===== src/hw/rtl/ftt_pkg.sv =====
`default_nettype none

package ftt_pkg;

    localparam int KEY_W  = 32;
    localparam int TIME_W = 64;

    localparam logic [1:0] OP_INSERT = 2'd0;
    localparam logic [1:0] OP_LOOKUP = 2'd1;
    localparam logic [1:0] OP_CLEAR  = 2'd2;

    localparam logic [1:0] ST_OK       = 2'd0;
    localparam logic [1:0] ST_FULL     = 2'd1;
    localparam logic [1:0] ST_NOTFOUND = 2'd2;

endpackage

`default_nettype wire


===== src/hw/rtl/frame_timestamp_table_core.sv =====
// Channel   Dir  Handshake          Payload
// s_        in   s_tvalid/s_tready  s_tuser: opcode; s_tdata: frame_key, now_time, erase_on_hit
// m_        out  m_tvalid/m_tready  m_tuser: status; m_tdata: stored_time
//
// One transaction at a time; s_tready is high only while the sequencer is idle.
// Insert scans the busy flags for the first free entry and lookup scans the key RAM,
// one entry per cycle; clear and unused opcodes go straight to the result state.
// aresetn (synchronous) frees all entries at once; key and time RAMs are not cleared.
// A result waits in the output register while m_tready is low; the sequencer holds
// its finished result until that register is free.
`default_nettype none

module frame_timestamp_table_core #(
    parameter int NUM_ENTRIES = 20
) (
    input  wire logic         aclk,
    input  wire logic         aresetn,
    input  wire logic         s_tvalid,
    output logic              s_tready,
    input  wire logic [103:0] s_tdata,   // [31:0] frame_key, [95:32] now_time,
                                         // [96] erase_on_hit, [103:97] zero
    input  wire logic [1:0]   s_tuser,   // [1:0] opcode
    output logic              m_tvalid,
    input  wire logic         m_tready,
    output logic [63:0]       m_tdata,   // [63:0] stored_time
    output logic [1:0]        m_tuser    // [1:0] status
);

    localparam int IW = (NUM_ENTRIES > 1) ? $clog2(NUM_ENTRIES) : 1;
    localparam int CW = $clog2(NUM_ENTRIES + 1);
    localparam logic [CW-1:0] END_IDX = CW'(NUM_ENTRIES);

    typedef enum logic [1:0] {
        S_IDLE,
        S_INSERT,
        S_LOOKUP,
        S_DONE
    } state_t;

    state_t                          state_reg;
    logic [CW-1:0]                   idx_reg;
    logic [IW-1:0]                   rd_idx_reg;
    logic                            rd_valid_reg;
    logic [NUM_ENTRIES-1:0]          busy_reg;
    logic [ftt_pkg::KEY_W-1:0]       key_reg;
    logic [ftt_pkg::TIME_W-1:0]      time_reg;
    logic                            erase_reg;
    logic [1:0]                      res_status_reg;
    logic [ftt_pkg::TIME_W-1:0]      res_time_reg;
    logic                            m_tvalid_reg;
    logic [1:0]                      m_status_reg;
    logic [ftt_pkg::TIME_W-1:0]      m_time_reg;

    logic                            s_accept;
    logic                            in_range;
    logic                            cur_free;
    logic                            rd_hit;
    logic                            ram_we;
    logic [IW-1:0]                   ram_raddr;
    logic [ftt_pkg::KEY_W-1:0]       key_rdata;
    logic [ftt_pkg::TIME_W-1:0]      time_rdata;
    logic                            out_free;

    assign s_tready  = (state_reg == S_IDLE);
    assign s_accept  = s_tvalid && s_tready;
    assign in_range  = (idx_reg < END_IDX);
    assign cur_free  = in_range && !busy_reg[idx_reg[IW-1:0]];
    assign rd_hit    = rd_valid_reg && busy_reg[rd_idx_reg] && (key_rdata == key_reg);
    assign ram_we    = (state_reg == S_INSERT) && cur_free;
    assign ram_raddr = in_range ? idx_reg[IW-1:0] : '0;
    assign out_free  = !m_tvalid_reg || m_tready;

    ftt_ram #(
        .WIDTH(ftt_pkg::KEY_W),
        .DEPTH(NUM_ENTRIES)
    ) u_key_ram (
        .clk    (aclk),
        .wr_en  (ram_we),
        .wr_addr(idx_reg[IW-1:0]),
        .wr_data(key_reg),
        .rd_addr(ram_raddr),
        .rd_data(key_rdata)
    );

    ftt_ram #(
        .WIDTH(ftt_pkg::TIME_W),
        .DEPTH(NUM_ENTRIES)
    ) u_time_ram (
        .clk    (aclk),
        .wr_en  (ram_we),
        .wr_addr(idx_reg[IW-1:0]),
        .wr_data(time_reg),
        .rd_addr(ram_raddr),
        .rd_data(time_rdata)
    );

    always_ff @(posedge aclk) begin
        if (!aresetn) begin
            state_reg    <= S_IDLE;
            busy_reg     <= '0;
            rd_valid_reg <= 1'b0;
            m_tvalid_reg <= 1'b0;
            idx_reg      <= '0;
        end else begin
            if (m_tvalid_reg && m_tready && (state_reg != S_DONE)) begin
                m_tvalid_reg <= 1'b0;
            end
            unique case (state_reg)
                S_IDLE: begin
                    if (s_accept) begin
                        key_reg        <= s_tdata[31:0];
                        time_reg       <= s_tdata[95:32];
                        erase_reg      <= s_tdata[96];
                        idx_reg        <= '0;
                        rd_valid_reg   <= 1'b0;
                        res_status_reg <= ftt_pkg::ST_OK;
                        res_time_reg   <= '0;
                        unique case (s_tuser)
                            ftt_pkg::OP_INSERT: state_reg <= S_INSERT;
                            ftt_pkg::OP_LOOKUP: state_reg <= S_LOOKUP;
                            ftt_pkg::OP_CLEAR: begin
                                busy_reg  <= '0;
                                state_reg <= S_DONE;
                            end
                            default: state_reg <= S_DONE;
                        endcase
                    end
                end
                S_INSERT: begin
                    if (!in_range) begin
                        res_status_reg <= ftt_pkg::ST_FULL;
                        state_reg      <= S_DONE;
                    end else if (cur_free) begin
                        busy_reg[idx_reg[IW-1:0]] <= 1'b1;
                        state_reg                 <= S_DONE;
                    end else begin
                        idx_reg <= idx_reg + 1'b1;
                    end
                end
                S_LOOKUP: begin
                    if (rd_hit) begin
                        res_time_reg <= time_rdata;
                        if (erase_reg) begin
                            busy_reg[rd_idx_reg] <= 1'b0;
                        end
                        state_reg <= S_DONE;
                    end else if (!rd_valid_reg && !in_range) begin
                        res_status_reg <= ftt_pkg::ST_NOTFOUND;
                        state_reg      <= S_DONE;
                    end else begin
                        rd_valid_reg <= in_range;
                        rd_idx_reg   <= ram_raddr;
                        if (in_range) begin
                            idx_reg <= idx_reg + 1'b1;
                        end
                    end
                end
                S_DONE: begin
                    if (out_free) begin
                        m_tvalid_reg <= 1'b1;
                        m_status_reg <= res_status_reg;
                        m_time_reg   <= res_time_reg;
                        state_reg    <= S_IDLE;
                    end
                end
                default: state_reg <= S_IDLE;
            endcase
        end
    end

    assign m_tvalid = m_tvalid_reg;
    assign m_tuser  = m_status_reg;
    assign m_tdata  = m_time_reg;

    a_clear_frees_all: assert property (@(posedge aclk) disable iff (!aresetn)
        (s_accept && s_tuser == ftt_pkg::OP_CLEAR) |=> (busy_reg == '0))
        else $error("clear left a busy entry");

    a_insert_adds_one: assert property (@(posedge aclk) disable iff (!aresetn)
        ram_we |=> ($countones(busy_reg) == $past($countones(busy_reg)) + 1))
        else $error("insert did not claim exactly one free entry");

    a_full_only_when_full: assert property (@(posedge aclk) disable iff (!aresetn)
        (state_reg == S_DONE && res_status_reg == ftt_pkg::ST_FULL) |-> (&busy_reg))
        else $error("full status with a free entry");

    a_erase_frees_one: assert property (@(posedge aclk) disable iff (!aresetn)
        (state_reg == S_LOOKUP && rd_hit && erase_reg)
            |=> ($countones(busy_reg) + 1 == $past($countones(busy_reg))))
        else $error("erase on hit did not free exactly one entry");

    a_busy_idle_hold: assert property (@(posedge aclk) disable iff (!aresetn)
        (state_reg == S_DONE) |=> $stable(busy_reg))
        else $error("entry state changed while a result was pending");

endmodule

`default_nettype wire


===== src/hw/rtl/ftt_ram.sv =====
`default_nettype none

module ftt_ram #(
    parameter int WIDTH = 32,
    parameter int DEPTH = 20
) (
    input  wire logic                                  clk,
    input  wire logic                                  wr_en,
    input  wire logic [((DEPTH > 1) ? $clog2(DEPTH) : 1)-1:0] wr_addr,
    input  wire logic [WIDTH-1:0]                      wr_data,
    input  wire logic [((DEPTH > 1) ? $clog2(DEPTH) : 1)-1:0] rd_addr,
    output logic      [WIDTH-1:0]                      rd_data
);

    logic [WIDTH-1:0] mem [DEPTH];

    always_ff @(posedge clk) begin
        if (wr_en) begin
            mem[wr_addr] <= wr_data;
        end
        rd_data <= mem[rd_addr];
    end

endmodule

`default_nettype wire

===== config.mk =====
export PLATFORM = sky130hd
export DESIGN_NAME = frame_timestamp_table_core
export DESIGN_NICKNAME = d
export VERILOG_FILES = /design/src/hw/rtl/ftt_pkg.sv /design/src/hw/rtl/frame_timestamp_table_core.sv /design/src/hw/rtl/ftt_ram.sv
export SDC_FILE = /design/constraint.sdc
export NUM_CORES = 2
export LEC_CHECK = 0
export ABC_CLOCK_PERIOD_IN_PS = 28700
export BUFFER_PORTS_ARGS = -buffer_cell sky130_fd_sc_hd__buf_2
export CAP_MARGIN = 20
export CORE_UTILIZATION = 25
export CTS_CLUSTER_SIZE = 14
export DETAILED_ROUTE_END_ITERATION = 12
export PLACE_DENSITY = 0.47
export SLEW_MARGIN = 20
export SYNTH_ARGS = -nofsm -noshare
export SYNTH_HDL_FRONTEND = slang
export SYNTH_SLANG_ARGS = --single-unit

===== constraint.sdc =====
create_clock -name aclk -period 28.7 [get_ports aclk]
set_clock_uncertainty 0.2 [all_clocks]
set_input_delay 1.435 -clock aclk [delete_from_list [all_inputs] [get_ports aclk]]
set_output_delay 1.435 -clock aclk [all_outputs]
set_load 0.005 [all_outputs]

==> flow_summary.toml <==
[setup_path]
critPathMaxFanout = 62
path_class = "reg2reg"
crit_path_start_kind = "register"
cpMostUsedCell = "buf_4"
slowest_delay_ns = 0.80
arrival_ns = 6.62
cp_num_buf_inv = 3
end_kind = "register"
crit_chain = "buf_4 -> mux4_2 -> a32oi_1 -> and3_1 -> nor2b_1 -> nand2_1 -> nor2_4 -> buf_4 -> buf_4"
slowest_stage = "buf_4"
worstPathRequired_ns = 28.97
crit_family = "buffers and inverters"

[grt]
use_met2_pct = 23.6
grt_util_met3_pct = 1.95
met1_usage_pct = 17.5
grt_first_pass_wirelength_um = 329000
antenna_found_initial = 25
grt-ovfl-total = 0
grt_max_degree = 128
grt_usage_pct = 13.5
grt_pass1_vias = 43100
top_usage_layer = "met2"

[layout]
instances_no_fill = 9245
top_regs = "u_time_ram.mem (1280), u_key_ram.mem (640)"
layout.nets = 4627
max_flop_register = "u_time_ram.mem"
largest_reg_flops = 1280
drive_above_1_share_pct = 24.3
syn_to_final_growth_pct = 16.8
fillers = 33100

[clocking]
clock-sinks = 2279
cts_buffer_depth = 4
clock_latency_ns = 0.93
cts_root_buffer = "clkbuf_16"
cts_resized = 0
clk_pin_slew_ns = 0.06
postCtsSetupRepairBufs = 0
htreeDepth = 4
ctsHoldBuffers = 0
cts_tree = "built"
tritoncts.num_buffers = 243

[floorplanning]
start_util_pct = 25.1
die_h_um = 586
rows = 214
io_pins = 178
fp.dieW_um = 586
design.die.area_um2 = 344000
core-area_um2 = 340000

[synthesis]
ys_seq_elements = 2279
synth_top_cells_by_area = "edfxtp_1 (76%), mux4_2 (10%), dfxtp_1 (2.9%)"
syn_nets = 4359
async_reset_ff_share_pct = 0
seq_area_frac_synth_pct = 78.7
synth_warnings = 0
synth.most_common_cell = "edfxtp_1"
synth.top_cell.area_share_pct = 75.8
synth_common_cells = "edfxtp_1 (2154), mux4_2 (394), nand2_1 (325)"
synth_edf_count = 2154
netlist_instances = 4239
synth_area_um2 = 85300
yosysTopAreaCell = "edfxtp_1"
synth_cell_types = 55
synth-main-ff-cell = "edfxtp_1"
syn_avg_cell_area_um2 = 20.1

[timing]
fin_crit_sh_pct = 22.1
maxSlewViolCount = 0
fmax_ghz = 0.157
rsz0062_at_grt = "no"
hold_violations = 0
finalSetupViolations = 0
slew_headroom_pct = 13.4
fin_tns_setup_ns = 0
worst_pin_slew_ns = 1.30
period_needed_ns = 6.35

[placed_design]
dp_cells = 8797
numPortBuffers = 170
gp_congestion = 0.711
hpwl_um = 116000

[flow_run]
cap_violations = 0

[routing]
drt-wirelength-per-cell_um = 25.4
ant_nets = 0
route.detailed.drc = 60
drt_iter0_markers = 3880
vias_per_cell = 4.47
firstDrtPassIters = 9
drt-total-wl_um = 235000
dr_total_vias = 41400

[run_status]
outcome = "finished, violations left"
violations = "design-rule violations"

[pwr]
total_leakage_power_uw = 0.0308
power_density_nw_per_um2 = 85.5
max-vdd-ir-drop_v = 0.0000634

[min_path]
hold_path_class = "reg2reg"
[routing by layer]
metal	vias up	share of wire (%)
li1	17800	-
met1	22300	43
met2	947	51
met3	301	4.3
met4	10	2.1
met5	-	0.028
[report_power, final]
part	total, uW	internal [uW]	switching, uW
Combinational	1360	588	776
Clock	3070	1790	1280
Sequential	4090	3920	166
[through the flow]
step | setup slack, ns | power (uW) | area, um^2 | hold slack [ns] | utilization, %
3_5_place_dp | 21.99 | 5560 | 91900 | 0.206 | 27.0
5_1_grt | 22.08 | 8870 | 99700 | 0.228 | 29.3
2_1_floorplan | 19.49 | 5050 | 85300 | 0.200 | -
6_report | 22.35 | 8520 | 99700 | 0.216 | 29.3
3_3_place_gp | 22.07 | 5550 | 91800 | 0.207 | 27.0
4_1_cts | 21.98 | 8650 | 99600 | 0.221 | 29.3
[worst reg2reg max path, cell delays in order (launching register included)]
cell     delay, ns
dfxtp_4       0.79
buf_4         0.80
mux4_2        0.61
a32oi_1       0.36
and3_1        0.27
nor2b_1       0.41
nand2_1       0.37
nor2_4        0.77
buf_4         0.59
buf_4         0.76
[area by class of cell]
type	count	area, um^2	area share (%)
multi-input cells	1707	17200	17.3
clock buffers	330	6680	6.70
repair buffers	262	1720	1.72
flip-flops and latches	2279	67200	67.4
diodes	5	12.5	0.0126
clock inverters	112	1070	1.08
well taps	4536	5680	5.69
inverters	14	72.6	0.0728
[final timing paths]
kind	start	to	slack [ns]	depth (start not counted)
hold reg to reg	res_time_reg[34]$_SDFFCE_PP0P_	m_tdata[34]$_DFFE_PP_	0.22	0
setup reg to reg	idx_reg[0]$_SDFFE_PN0P_	u_time_ram.mem[12][9]$_DFFE_PP_	22.35	9
setup / recovery	idx_reg[0]$_SDFFE_PN0P_	u_time_ram.mem[12][9]$_DFFE_PP_	22.35	9
hold / removal	res_time_reg[34]$_SDFFCE_PP0P_	m_tdata[34]$_DFFE_PP_	0.22	0
[layout by cell type, fill, tap and decap left out, types with 23 or more instances in the layout]
master        n
clkbuf_8     23
clkbuf_16   245
dfxtp_1     124
mux4_2      394
edfxtp_1   2154
o21ai_1      97
nand2_1     322
mux2_2       96
clkinv_1     31
o221ai_1     99
o21ai_0     205
buf_4        78
clkbuf_1     62
buf_2       170
xnor2_1      31
clkinv_2     45
mux2i_1     100
nand3_1     119
and2_1       67
[logic make-up (layout without fill, tap and decap cells)]
logic type	after synthesis	in the layout	synth area share, %
xor gates and xnor gates	32	32	0.328
and+or+nand+nor	604	604	3.24
other	0	5	0
buffers and inverters	253	718	1.32
DFF	2279	2279	78.7
adders and majority gates	10	10	0.147
AOI/OAI and AO/OA	471	471	3.39
muxes	590	590	12.8
Power figures use the tool's default switching activity.
